File: config.mk
export PLATFORM = sky130hd
export DESIGN_NAME = assembler_token_scanner_top
export DESIGN_NICKNAME = d
export VERILOG_FILES = /design/src/design/ats_pkg.sv /design/src/design/assembler_token_scanner_top.sv /design/src/design/ats_scan_core.sv /design/src/design/ats_result_buf.sv
export SDC_FILE = /design/constraint.sdc
export NUM_CORES = 2
export LEC_CHECK = 0
export ABC_AREA = 1
export BUFFER_PORTS_ARGS = -buffer_cell sky130_fd_sc_hd__buf_2
export CAP_MARGIN = 20
export CORE_UTILIZATION = 50
export CTS_BUF_LIST = sky130_fd_sc_hd__clkbuf_8 sky130_fd_sc_hd__clkbuf_16
export CTS_CLUSTER_DIAMETER = 150
export DETAILED_ROUTE_END_ITERATION = 12
export PLACE_DENSITY = 0.69
export REMOVE_ABC_BUFFERS = 1
export SLEW_MARGIN = 20
export SYNTH_ARGS = -nofsm -noshare
export SYNTH_HDL_FRONTEND = slang
export SYNTH_HIERARCHICAL = 1
export SYNTH_SLANG_ARGS = --single-unit
File: constraint.sdc
create_clock -name clk_i -period 11.6 [get_ports clk_i]
set_input_delay 2.9 -clock clk_i [delete_from_list [all_inputs] [get_ports clk_i]]
set_output_delay 2.9 -clock clk_i [all_outputs]
set_load 0.005 [all_outputs]
File: src/design/ats_pkg.sv
`default_nettype none
package ats_pkg;

  localparam int unsigned MaxRes = 4;
  localparam logic [62:0] SatMax = {63{1'b1}};

  typedef enum logic [3:0] {
    TK_TEXT    = 4'd0,
    TK_IDENT   = 4'd1,
    TK_DOTID   = 4'd2,
    TK_INT     = 4'd3,
    TK_STRING  = 4'd4,
    TK_NEWLINE = 4'd5,
    TK_HASH    = 4'd6,
    TK_COMMA   = 4'd7,
    TK_COLON   = 4'd8,
    TK_LPAREN  = 4'd9,
    TK_RPAREN  = 4'd10,
    TK_MINUS   = 4'd11,
    TK_PLUS    = 4'd12,
    TK_EOF     = 4'd13
  } tok_kind_e;

  typedef enum logic [3:0] {
    SM_IDLE    = 4'd0,
    SM_COMMENT = 4'd1,
    SM_STR     = 4'd2,
    SM_ESC     = 4'd3,
    SM_OCT     = 4'd4,
    SM_IDENT   = 4'd5,
    SM_DOTID   = 4'd6,
    SM_DOT     = 4'd7,
    SM_NUM     = 4'd8,
    SM_HEXX    = 4'd9,
    SM_SUFFIX  = 4'd10
  } scan_mode_e;

  typedef struct packed {
    logic [31:0] line;
    logic [62:0] value;
    tok_kind_e   kind;
  } res_t;

  typedef struct packed {
    res_t [MaxRes-1:0] r;
    logic [2:0]        n;
  } bundle_t;

  function automatic logic is_digit(input logic [7:0] c);
    return (c >= 8'h30) && (c <= 8'h39);
  endfunction

  function automatic logic is_alpha(input logic [7:0] c);
    return ((c >= 8'h61) && (c <= 8'h7a)) || ((c >= 8'h41) && (c <= 8'h5a));
  endfunction

  function automatic logic is_word(input logic [7:0] c);
    return is_alpha(c) || is_digit(c) || (c == 8'h5f);
  endfunction

  // {valid, digit value}
  function automatic logic [4:0] hex_val(input logic [7:0] c);
    logic [7:0] t;
    t = 8'h00;
    if (is_digit(c)) begin
      t = c - 8'h30;
      return {1'b1, t[3:0]};
    end
    if ((c >= 8'h61) && (c <= 8'h66)) begin
      t = c - 8'h57;
      return {1'b1, t[3:0]};
    end
    if ((c >= 8'h41) && (c <= 8'h46)) begin
      t = c - 8'h37;
      return {1'b1, t[3:0]};
    end
    return 5'd0;
  endfunction

  // acc * base + d, clamped at the largest 63-bit value
  function automatic logic [62:0] sat_acc(input logic [62:0] acc, input logic hex,
                                          input logic [3:0] d);
    logic [67:0] t;
    t = 68'd0;
    if (hex) begin
      t = {1'b0, acc, 4'b0} + {64'd0, d};
    end else begin
      t = {2'b0, acc, 3'b0} + {4'b0, acc, 1'b0} + {64'd0, d};
    end
    if (t > {5'd0, SatMax}) begin
      return SatMax;
    end
    return t[62:0];
  endfunction

  function automatic bundle_t push(input bundle_t b, input tok_kind_e k,
                                   input logic [62:0] v, input logic [31:0] line);
    bundle_t o;
    o = b;
    if (b.n < 3'd4) begin
      o.r[b.n[1:0]].kind  = k;
      o.r[b.n[1:0]].value = v;
      o.r[b.n[1:0]].line  = line;
      o.n = b.n + 3'd1;
    end
    return o;
  endfunction

endpackage
`default_nettype wire

File: src/design/assembler_token_scanner_top.sv
`default_nettype none
// Channel  | Dir | Beat contents
// s_axis   | in  | tdata[7:0] source_byte; tuser[0] end_of_input
// m_axis   | out | tdata[3:0] token_kind, [66:4] token_value, [98:67] line_number;
//          |     | tlast = last result of the source beat
// A source beat lands in an input register and is scanned into a bundle of up to four
// results. While m_axis is ready, the bundle drains one result per cycle and a beat is
// taken every cycle if each beat yields at most one result; a beat with more results
// holds the scanner until the single output port has drained them. Reset (rst_ni low,
// asynchronous) clears the scanner to between tokens, line one, and empties both
// registers. A stall on m_axis holds the bundle and the next beat in the input register.
module assembler_token_scanner_top (
  input  wire logic          clk_i,
  input  wire logic          rst_ni,
  input  wire logic          s_axis_tvalid_i,
  output logic               s_axis_tready_o,
  input  wire logic [7:0]    s_axis_tdata_i,   // source_byte
  input  wire logic [0:0]    s_axis_tuser_i,   // end_of_input
  output logic               m_axis_tvalid_o,
  input  wire logic          m_axis_tready_i,
  output logic [103:0]       m_axis_tdata_o,   // token_kind, token_value, line_number
  output logic               m_axis_tlast_o    // last_of_item
);
  import ats_pkg::*;

  logic       in_v_q;
  logic [7:0] in_byte_q;
  logic       in_eoi_q;
  logic       fire;
  logic       free;
  bundle_t    bnd;
  res_t       res;

  // advance the held beat into the scanner when the bundle empties
  assign fire            = in_v_q && free;
  assign s_axis_tready_o = !in_v_q || fire;

  always_ff @(posedge clk_i or negedge rst_ni) begin
    if (!rst_ni) begin
      in_v_q <= 1'b0;
    end else if (s_axis_tready_o) begin
      in_v_q <= s_axis_tvalid_i;
    end
  end

  always_ff @(posedge clk_i) begin
    if (s_axis_tready_o && s_axis_tvalid_i) begin
      in_byte_q <= s_axis_tdata_i;
      in_eoi_q  <= s_axis_tuser_i[0];
    end
  end

  ats_scan_core u_core (
    .clk_i    (clk_i),
    .rst_ni   (rst_ni),
    .fire_i   (fire),
    .byte_i   (in_byte_q),
    .eoi_i    (in_eoi_q),
    .bundle_o (bnd)
  );

  ats_result_buf u_buf (
    .clk_i    (clk_i),
    .rst_ni   (rst_ni),
    .load_i   (fire),
    .bundle_i (bnd),
    .free_o   (free),
    .valid_o  (m_axis_tvalid_o),
    .ready_i  (m_axis_tready_i),
    .res_o    (res),
    .last_o   (m_axis_tlast_o)
  );

  // pad the 99-bit result to whole bytes
  assign m_axis_tdata_o = {5'd0, res.line, res.value, res.kind};

endmodule
`default_nettype wire

File: src/design/ats_scan_core.sv
`default_nettype none
module ats_scan_core (
  input  wire logic            clk_i,
  input  wire logic            rst_ni,
  input  wire logic            fire_i,
  input  wire logic [7:0]      byte_i,
  input  wire logic            eoi_i,
  output ats_pkg::bundle_t     bundle_o
);
  import ats_pkg::*;

  scan_mode_e  mode_q, mode_d;
  logic [62:0] acc_q, acc_d;
  logic [31:0] len_q, len_d;
  logic [8:0]  oct_q, oct_d;
  logic [1:0]  octn_q, octn_d;
  logic [7:0]  pend_q, pend_d;
  logic        hex_q, hex_d;
  logic [31:0] line_q, line_d;

  bundle_t     bnd;
  logic [7:0]  c;
  logic [7:0]  ec;
  logic [4:0]  hv;
  logic        go_str, go_id, go_idle;

  always_comb begin
    mode_d  = mode_q;
    acc_d   = acc_q;
    len_d   = len_q;
    oct_d   = oct_q;
    octn_d  = octn_q;
    pend_d  = pend_q;
    hex_d   = hex_q;
    line_d  = line_q;
    bnd     = '0;
    c       = byte_i;
    ec      = byte_i;
    hv      = hex_val(byte_i);
    go_str  = 1'b0;
    go_id   = 1'b0;
    go_idle = 1'b0;
    if (eoi_i) begin
      // close any open token, then eof
      unique case (mode_q)
        SM_STR, SM_ESC: bnd = push(bnd, TK_STRING, {31'd0, len_d}, line_d);
        SM_OCT: begin
          bnd = push(bnd, TK_TEXT, {55'd0, oct_d[7:0]}, line_d);
          len_d = len_d + 32'd1;
          bnd = push(bnd, TK_STRING, {31'd0, len_d}, line_d);
        end
        SM_IDENT: bnd = push(bnd, TK_IDENT, {31'd0, len_d}, line_d);
        SM_DOTID: bnd = push(bnd, TK_DOTID, {31'd0, len_d}, line_d);
        SM_DOT:   bnd = push(bnd, TK_DOTID, 63'd1, line_d);
        SM_NUM:   bnd = push(bnd, TK_INT, acc_d, line_d);
        SM_HEXX: begin
          bnd = push(bnd, TK_INT, acc_d, line_d);
          bnd = push(bnd, TK_TEXT, {55'd0, pend_d}, line_d);
          len_d = 32'd1;
          bnd = push(bnd, TK_IDENT, {31'd0, len_d}, line_d);
        end
        SM_SUFFIX: begin
          bnd = push(bnd, TK_TEXT, {55'd0, pend_d}, line_d);
          len_d = len_d + 32'd1;
          bnd = push(bnd, TK_IDENT, {31'd0, len_d}, line_d);
        end
        default: ;
      endcase
      bnd    = push(bnd, TK_EOF, 63'd0, line_d);
      mode_d = SM_IDLE;
      hex_d  = 1'b0;
      oct_d  = 9'd0;
      octn_d = 2'd0;
    end else begin
      unique case (mode_q)
        SM_COMMENT: begin
          if (c == 8'h0a) begin
            mode_d  = SM_IDLE;
            go_idle = 1'b1;
          end
        end
        SM_STR: go_str = 1'b1;
        SM_ESC: begin
          if ((c >= 8'h30) && (c <= 8'h37)) begin
            oct_d  = {6'd0, c[2:0]};
            octn_d = 2'd1;
            mode_d = SM_OCT;
          end else begin
            if (c == 8'h6e) begin
              ec = 8'h0a;
            end else if (c == 8'h74) begin
              ec = 8'h09;
            end else if (c == 8'h72) begin
              ec = 8'h0d;
            end
            bnd    = push(bnd, TK_TEXT, {55'd0, ec}, line_d);
            len_d  = len_d + 32'd1;
            mode_d = SM_STR;
          end
        end
        SM_OCT: begin
          if ((c >= 8'h30) && (c <= 8'h37) && (octn_q != 2'd3)) begin
            oct_d  = {oct_q[5:0], c[2:0]};
            octn_d = octn_q + 2'd1;
            if (octn_d == 2'd3) begin
              bnd    = push(bnd, TK_TEXT, {55'd0, oct_d[7:0]}, line_d);
              len_d  = len_d + 32'd1;
              oct_d  = 9'd0;
              octn_d = 2'd0;
              mode_d = SM_STR;
            end
          end else begin
            bnd    = push(bnd, TK_TEXT, {55'd0, oct_q[7:0]}, line_d);
            len_d  = len_d + 32'd1;
            oct_d  = 9'd0;
            octn_d = 2'd0;
            mode_d = SM_STR;
            go_str = 1'b1;
          end
        end
        SM_IDENT, SM_DOTID: go_id = 1'b1;
        SM_DOT: begin
          if (is_word(c)) begin
            bnd    = push(bnd, TK_TEXT, {55'd0, c}, line_d);
            len_d  = len_d + 32'd1;
            mode_d = SM_DOTID;
          end else begin
            bnd     = push(bnd, TK_DOTID, 63'd1, line_d);
            mode_d  = SM_IDLE;
            go_idle = 1'b1;
          end
        end
        SM_NUM: begin
          if (hex_q) begin
            if (hv[4]) begin
              acc_d = sat_acc(acc_q, 1'b1, hv[3:0]);
              bnd   = push(bnd, TK_TEXT, {55'd0, c}, line_d);
              len_d = len_d + 32'd1;
            end else begin
              bnd     = push(bnd, TK_INT, acc_q, line_d);
              hex_d   = 1'b0;
              mode_d  = SM_IDLE;
              go_idle = 1'b1;
            end
          end else if (is_digit(c)) begin
            acc_d = sat_acc(acc_q, 1'b0, c[3:0]);
            bnd   = push(bnd, TK_TEXT, {55'd0, c}, line_d);
            len_d = len_d + 32'd1;
          end else if (((c == 8'h78) || (c == 8'h58)) && (len_q == 32'd1) &&
                       (acc_q == 63'd0)) begin
            pend_d = c;
            mode_d = SM_HEXX;
          end else if ((c == 8'h62) || (c == 8'h66)) begin
            pend_d = c;
            mode_d = SM_SUFFIX;
          end else begin
            bnd     = push(bnd, TK_INT, acc_q, line_d);
            hex_d   = 1'b0;
            mode_d  = SM_IDLE;
            go_idle = 1'b1;
          end
        end
        SM_HEXX: begin
          if (hv[4]) begin
            bnd    = push(bnd, TK_TEXT, {55'd0, pend_q}, line_d);
            bnd    = push(bnd, TK_TEXT, {55'd0, c}, line_d);
            len_d  = len_d + 32'd2;
            acc_d  = {59'd0, hv[3:0]};
            hex_d  = 1'b1;
            mode_d = SM_NUM;
          end else begin
            bnd    = push(bnd, TK_INT, acc_q, line_d);
            hex_d  = 1'b0;
            bnd    = push(bnd, TK_TEXT, {55'd0, pend_q}, line_d);
            len_d  = 32'd1;
            mode_d = SM_IDENT;
            go_id  = 1'b1;
          end
        end
        SM_SUFFIX: begin
          if (is_word(c)) begin
            bnd   = push(bnd, TK_INT, acc_q, line_d);
            hex_d = 1'b0;
            len_d = 32'd0;
          end
          bnd    = push(bnd, TK_TEXT, {55'd0, pend_q}, line_d);
          len_d  = len_d + 32'd1;
          mode_d = SM_IDENT;
          go_id  = 1'b1;
        end
        default: begin
          mode_d  = SM_IDLE;
          go_idle = 1'b1;
        end
      endcase

      // string byte after an octal escape or in plain string mode
      if (go_str) begin
        if (c == 8'h22) begin
          bnd    = push(bnd, TK_STRING, {31'd0, len_d}, line_d);
          mode_d = SM_IDLE;
        end else if (c == 8'h5c) begin
          mode_d = SM_ESC;
        end else begin
          bnd   = push(bnd, TK_TEXT, {55'd0, c}, line_d);
          len_d = len_d + 32'd1;
        end
      end

      // identifier continuation or close
      if (go_id) begin
        if (is_word(c) || (c == 8'h2e)) begin
          bnd   = push(bnd, TK_TEXT, {55'd0, c}, line_d);
          len_d = len_d + 32'd1;
        end else begin
          bnd = push(bnd, (mode_d == SM_DOTID) ? TK_DOTID : TK_IDENT,
                     {31'd0, len_d}, line_d);
          mode_d  = SM_IDLE;
          go_idle = 1'b1;
        end
      end

      // byte seen between tokens
      if (go_idle) begin
        case (c)
          8'h0a: begin
            bnd    = push(bnd, TK_NEWLINE, 63'd0, line_d);
            line_d = line_d + 32'd1;
          end
          8'h7c: mode_d = SM_COMMENT;
          8'h22: begin
            len_d  = 32'd0;
            mode_d = SM_STR;
          end
          8'h2e: begin
            bnd    = push(bnd, TK_TEXT, {55'd0, c}, line_d);
            len_d  = 32'd1;
            mode_d = SM_DOT;
          end
          8'h25: begin
            len_d  = 32'd0;
            mode_d = SM_IDENT;
          end
          8'h23: bnd = push(bnd, TK_HASH, 63'd0, line_d);
          8'h2c: bnd = push(bnd, TK_COMMA, 63'd0, line_d);
          8'h3a: bnd = push(bnd, TK_COLON, 63'd0, line_d);
          8'h28: bnd = push(bnd, TK_LPAREN, 63'd0, line_d);
          8'h29: bnd = push(bnd, TK_RPAREN, 63'd0, line_d);
          8'h2d: bnd = push(bnd, TK_MINUS, 63'd0, line_d);
          8'h2b: bnd = push(bnd, TK_PLUS, 63'd0, line_d);
          default: begin
            if (is_digit(c)) begin
              bnd    = push(bnd, TK_TEXT, {55'd0, c}, line_d);
              len_d  = 32'd1;
              acc_d  = {59'd0, c[3:0]};
              hex_d  = 1'b0;
              mode_d = SM_NUM;
            end else if (is_alpha(c) || (c == 8'h5f)) begin
              bnd    = push(bnd, TK_TEXT, {55'd0, c}, line_d);
              len_d  = 32'd1;
              mode_d = SM_IDENT;
            end
          end
        endcase
      end
    end
  end

  assign bundle_o = bnd;

  always_ff @(posedge clk_i or negedge rst_ni) begin
    if (!rst_ni) begin
      mode_q <= SM_IDLE;
      acc_q  <= 63'd0;
      len_q  <= 32'd0;
      oct_q  <= 9'd0;
      octn_q <= 2'd0;
      pend_q <= 8'd0;
      hex_q  <= 1'b0;
      line_q <= 32'd1;
    end else if (fire_i) begin
      mode_q <= mode_d;
      acc_q  <= acc_d;
      len_q  <= len_d;
      oct_q  <= oct_d;
      octn_q <= octn_d;
      pend_q <= pend_d;
      hex_q  <= hex_d;
      line_q <= line_d;
    end
  end

endmodule
`default_nettype wire

File: src/design/ats_result_buf.sv
`default_nettype none
module ats_result_buf (
  input  wire logic             clk_i,
  input  wire logic             rst_ni,
  input  wire logic             load_i,
  input  wire ats_pkg::bundle_t bundle_i,
  output logic                  free_o,
  output logic                  valid_o,
  input  wire logic             ready_i,
  output ats_pkg::res_t         res_o,
  output logic                  last_o
);
  import ats_pkg::*;

  res_t [MaxRes-1:0] r_q;
  logic [2:0]        cnt_q, cnt_d;
  logic [1:0]        idx_q, idx_d;
  logic              take;
  logic              last;

  assign valid_o = (cnt_q != 3'd0);
  assign last    = ({1'b0, idx_q} == (cnt_q - 3'd1));
  assign take    = valid_o && ready_i;
  assign free_o  = !valid_o || (take && last);
  assign res_o   = r_q[idx_q];
  assign last_o  = last;

  always_comb begin
    cnt_d = cnt_q;
    idx_d = idx_q;
    if (load_i) begin
      cnt_d = bundle_i.n;
      idx_d = 2'd0;
    end else if (take) begin
      if (last) begin
        cnt_d = 3'd0;
        idx_d = 2'd0;
      end else begin
        idx_d = idx_q + 2'd1;
      end
    end
  end

  always_ff @(posedge clk_i or negedge rst_ni) begin
    if (!rst_ni) begin
      cnt_q <= 3'd0;
      idx_q <= 2'd0;
    end else begin
      cnt_q <= cnt_d;
      idx_q <= idx_d;
    end
  end

  always_ff @(posedge clk_i) begin
    if (load_i) begin
      r_q <= bundle_i.r;
    end
  end

  a_cnt_max: assert property (@(posedge clk_i) disable iff (!rst_ni) cnt_q <= 3'd4)
    else $error("result count above four");
  a_idx_in: assert property (@(posedge clk_i) disable iff (!rst_ni)
    valid_o |-> ({1'b0, idx_q} < cnt_q))
    else $error("drain index past count");
  a_load_free: assert property (@(posedge clk_i) disable iff (!rst_ni) load_i |-> free_o)
    else $error("load while results pending");
  a_load_show: assert property (@(posedge clk_i) disable iff (!rst_ni)
    (load_i && (bundle_i.n != 3'd0)) |=> (valid_o && (idx_q == 2'd0)))
    else $error("loaded results not shown");

endmodule
`default_nettype wire
# After elaboration in Yosys (flattened, before gate mapping)
# Index checks and enable logic that the tools add are counted.
# word_totals
input_bits	13
reg_bits	561
output_inout_bits	107
word_cells	525
# classes
n_bitwise	3
eq_ne	38
n_reduce_logical	57
n_addsub	26
magnitude_cmp	45
n_mux	331
# op_table
operator	n
396-bit bitwise mux	63
399-bit 2-to-1 mux	42
99-bit demux with 2-bit select	33
399-bit one-hot mux with 10 select lines	1
399-bit one-hot mux with 8 select lines	1
399-bit one-hot mux with 6 select lines	1
102-bit 2-to-1 mux	17
99-bit 2-to-1 mux	12
67-bit 2-to-1 mux	11
32-bit 2-to-1 mux	22
63-bit 2-to-1 mux	11
68-bit 2-to-1 mux	8
99-bit binary-select mux with 2-bit select	1
32-bit one-hot mux with 6 select lines	1
32-bit by 1-bit adder with 32-bit output, second input constant	5
68-bit by 63-bit > comparator with 1-bit output, second input constant	2
63-bit one-hot mux with 2 select lines	1
4-bit 2-to-1 mux	30
32-bit one-hot mux with 3 select lines	1
8-bit by 6-bit equality test with 1-bit output, second input constant	10
8-bit by 7-bit equality test with 1-bit output, second input constant	10
8-bit 2-to-1 mux	9
70-bit 2-to-1 mux	1
67-bit by 4-bit adder with 68-bit output	1
55 further kinds	206

# Depth between registers and ports, before layout
# logic_depth
ltp_word	60
depth_mapped	45
mapped_depth_nobuf	41

# Modules after synthesis
# Netlist, hierarchy kept.
# modules_own_cells
module	cells_per_inst	area_per_inst_um2	seq_area_each_um2	n_inst
ats_scan_core	5094	28443.5	3754.9	1
ats_result_buf	1001	14883.0	12016.5	1
assembler_token_scanner_top	23	364.1	295.3	1

# Worst setup path after synthesis
# OpenSTA, ideal clock, no wires.
# synth_timing
kind	input-to-reg
startpoint	input m_axis_tready_i
endpoint	register u_core.line_q[15]
setup_slack_ps	-1469
path_stages	16
required_ps	11521
n_path_buf	1
arrival_time_ps	12990
setup_time_ps	79
path_cell_list	nand2_1 -> o21ai_0 -> nand2_1 -> inv_1 -> clkbuf_1 -> inv_1 -> nor2_1 -> inv_2 -> nor2_4 -> inv_2 -> nor2_1 -> inv_1 -> nor3_2 -> nand2_1 -> nor4_1 -> xor2_1
# synth_between
elab_chain_len	5
# synth_lines
item	line_no	source
start: declaration	assembler_token_scanner_top.sv:20	input wire logic m_axis_tready_i,
1-bit logical AND	ats_result_buf.sv:23	assign take = valid_o && ready_i;
1-bit logical AND	ats_result_buf.sv:24	assign free_o = !valid_o || (take && last);
1-bit logical OR	ats_result_buf.sv:24	
named net free	assembler_token_scanner_top.sv:30	logic free;
1-bit logical AND	assembler_token_scanner_top.sv:35	assign fire = in_v_q && free;
named net fire	assembler_token_scanner_top.sv:29	logic fire;
4-bit AND reduction (no line)	--	
end signal: assignment	ats_scan_core.sv:289	line_q <= line_d;
end: declaration	ats_scan_core.sv:19	logic [31:0] line_q, line_d;
# The timed path passes the listed nets, and every way through them passes these cells.
# A chain may end at the register's enable or synchronous reset.

==> metrics.txt <==
CTS clock-pin slew for the worst setup and hold paths=0.07 ns; Max stage delay on crit path=0.69 ns; largest delay contributor family on the critical path=simple AND/OR/NAND/NOR gates; critical path class=reg2reg; leading cell type in the layout, fill and taps excluded=nand2_1; Tcrit/Tclk final=0.702; Hold Vio Cnt, Final=0; status=finished clean; root buffer cell=clkbuf_16; Fin Setup TNS=0 ns; Nets=6,253; crit path time final=8.15 ns; Slowest-stage cell, CP=edfxtp_1; Slew Viols, Final=0; ys flop type=edfxtp_1; clock latency on the worst-skew pair=0.72 ns; CTS max path bufs=3; GRT Overall Usage=0.395; hold_buf cts=0; Post-synth EDFFs=405; Peak VDD IR=0.000419 V; largest net degree at the start of global routing=185; ANT nets after route=0; Top Ports=120; Netlist cell types=76; Max FO, Critical Path=31; Post-CTS Setup Inserts=0; Hold Crit Class=reg2reg; CP Buf/Inv Count=10; Port Buf Inserts=114; clock buffer count from CTS=61; Synth Register Bits=561; Arr. time, crit path=8.70 ns; vias in the first global route=41,200; sequential area share after synthesis=0.368; Clock Skews=0.0648 ns; synth warn=6; DP HPWL=133 mm; Mapped Cells=6,118; post-cts resize count=0; number of clock sinks=561; Detailed Route WL=180 mm; share of cells above drive strength 1=0.0750; Die ar.=88,600 µm²; DRT Pass-1 Iters=6; Tot Pwr=12.2 mW; max-slew headroom at the worst pin=0.162; crit end category=flip-flop; die width=298 µm; first-pass GRT wire length=265 mm; syn_area_per_cell=7.14 µm²; CTS tree=done; RSZ-0062 raised after global routing=no; num rows=108; Max-Cap Viols=0; R2R Path Start=in_byte_q[1]; area grow syn2layout=7.19%; Worst setup SP type=flip-flop; Starting DRT DRC Count=6,076; Placeable Area=86,600 µm²; initial antenna violation count=3; gr ovfl total=0; initial core utilization=0.504; routed vias=45,200; Final GP Congestion=1.06; H-tree depth=2; vias per std cell=6.20; f_max=0.123 GHz; Cell Pwr Density=260 nW/µm²; most frequent cells in the layout=1,302 x nand2_1, 931 x nor2_1, 592 x inv_1, 523 x o21ai_0, 405 x edfxtp_1; HP Start=u_core/line_q[13]; asr flop ratio synth=0.278; Die Span Y=298 µm; Leak=19.6 nW; Worst-Margin Slew=1.24 ns; final setup fails=0; Req. time, crit path=12.15 ns; Post-Syn Area=43,700 µm²; CP startpoint=in_byte_q[1]; Remaining DRCs=0; Routed WL per cell=24.7 µm
## layer usage
metal	part of all wire	up-vias	wire, µm	track usage
met5	0.000072	-	13	0
met4	0.056	2	10200	0.202
met3	0.091	495	16500	0.0547
met2	0.44	2578	79600	0.610
met1	0.41	21500	74000	0.540
li1	-	20600	-	-
## worst register-to-register path, delay by kind of cell, from the launching register on
kind | cells | cell delay, ns
AO/OA/AOI/OAI | 2 | 0.80
adder cells (fa/ha/maj) | 4 | 1.15
buffers and inverters | 10 | 2.28
flip-flops | 1 | 0.69
AND/OR/NAND/NOR | 16 | 3.07
## logic make-up (layout without fill, tap and decap cells)
family                     Yosys count  in the layout  share of synthesized area
xor gates and xnor gates           129            129                     0.0262
AOI/OAI and AO/OA                 1314           1314                      0.176
adders and majority gates          158            158                     0.0456
other                                2            100                   0.000172
DFF                                561            561                      0.368
buffers and inverters             1008            929                     0.0994
and+or+nand+nor                   2946           2946                      0.285
## layout make-up
cell class                 count  area [µm²]
fill                        8472       39800
multi-input combinational   4645       23700
sequential                   561       16100
inverter                     635        2400
clock buffer                  64        1570
tap                         1155        1450
timing repair buffer         178        1070
clock inverter                52         529
antenna                        2        5.00
## path summary, 6_finish.rpt
check,endpoint,slack [ns],cells past startpoint
setup / recovery,u_buf/r_q[54],3.45,32
hold / removal,u_core/line_q[13],0.48,1
setup reg to reg,u_buf/r_q[54],3.45,32
hold reg to reg,u_core/line_q[13],0.48,1
max in group asynchronous,u_core/pend_q[1],7.60,2
min in group asynchronous,u_core/line_q[10],2.32,1
## report_power, final
| part | switching [mW] | internal [mW] | total (mW) |
|---|---|---|---|
| Combinational | 4.88 | 1.56 | 6.44 |
| Clock | 0.891 | 1.14 | 2.03 |
| Sequential | 0.512 | 3.19 | 3.70 |
## per-stage QoR
stage,utilization,std cells,cell area [µm²],hold WS [ns],setup WS [ns]
4_1_cts,0.540,7289,46800,0.478,3.68
3_5_place_dp,0.516,7173,44700,0.458,3.76
6_report,0.541,7292,46800,0.477,3.45
5_1_grt,0.541,7290,46800,0.504,3.17
3_3_place_gp,0.516,7173,44700,0.458,4.01
2_1_floorplan,-,5841,42100,0.442,-5.21
## synthesized netlist by cell type (all sizes together), types with 98 or more instances
library cell / count / area (µm²)
ha: 156 / 1950
nor3: 117 / 606
a21oi: 259 / 1320
buf: 178 / 1220
dfrtp: 155 / 3880
a31oi: 98 / 613
inv: 621 / 2330
o22ai: 192 / 1200
nand2: 1341 / 5140
nand3: 370 / 1930
edfxtp: 405 / 12200
o21ai: 547 / 2760
clkbuf: 195 / 744
nor2: 985 / 3890
## state kept, by name, indices dropped and copies added, names as in the netlist
name and flops:
u_core/mode_q 4, u_core/oct_q 8, u_core/acc_q 63, in_byte_q 8, u_core/hex_q 1, in_v_q 1
u_buf/cnt_q 3, u_buf/r_q 396, in_eoi_q 1, u_core/octn_q 2, u_buf/idx_q 2, u_core/pend_q 8
u_core/len_q 32, u_core/line_q 32
Note: power is estimated with default switching activity, not from simulation.
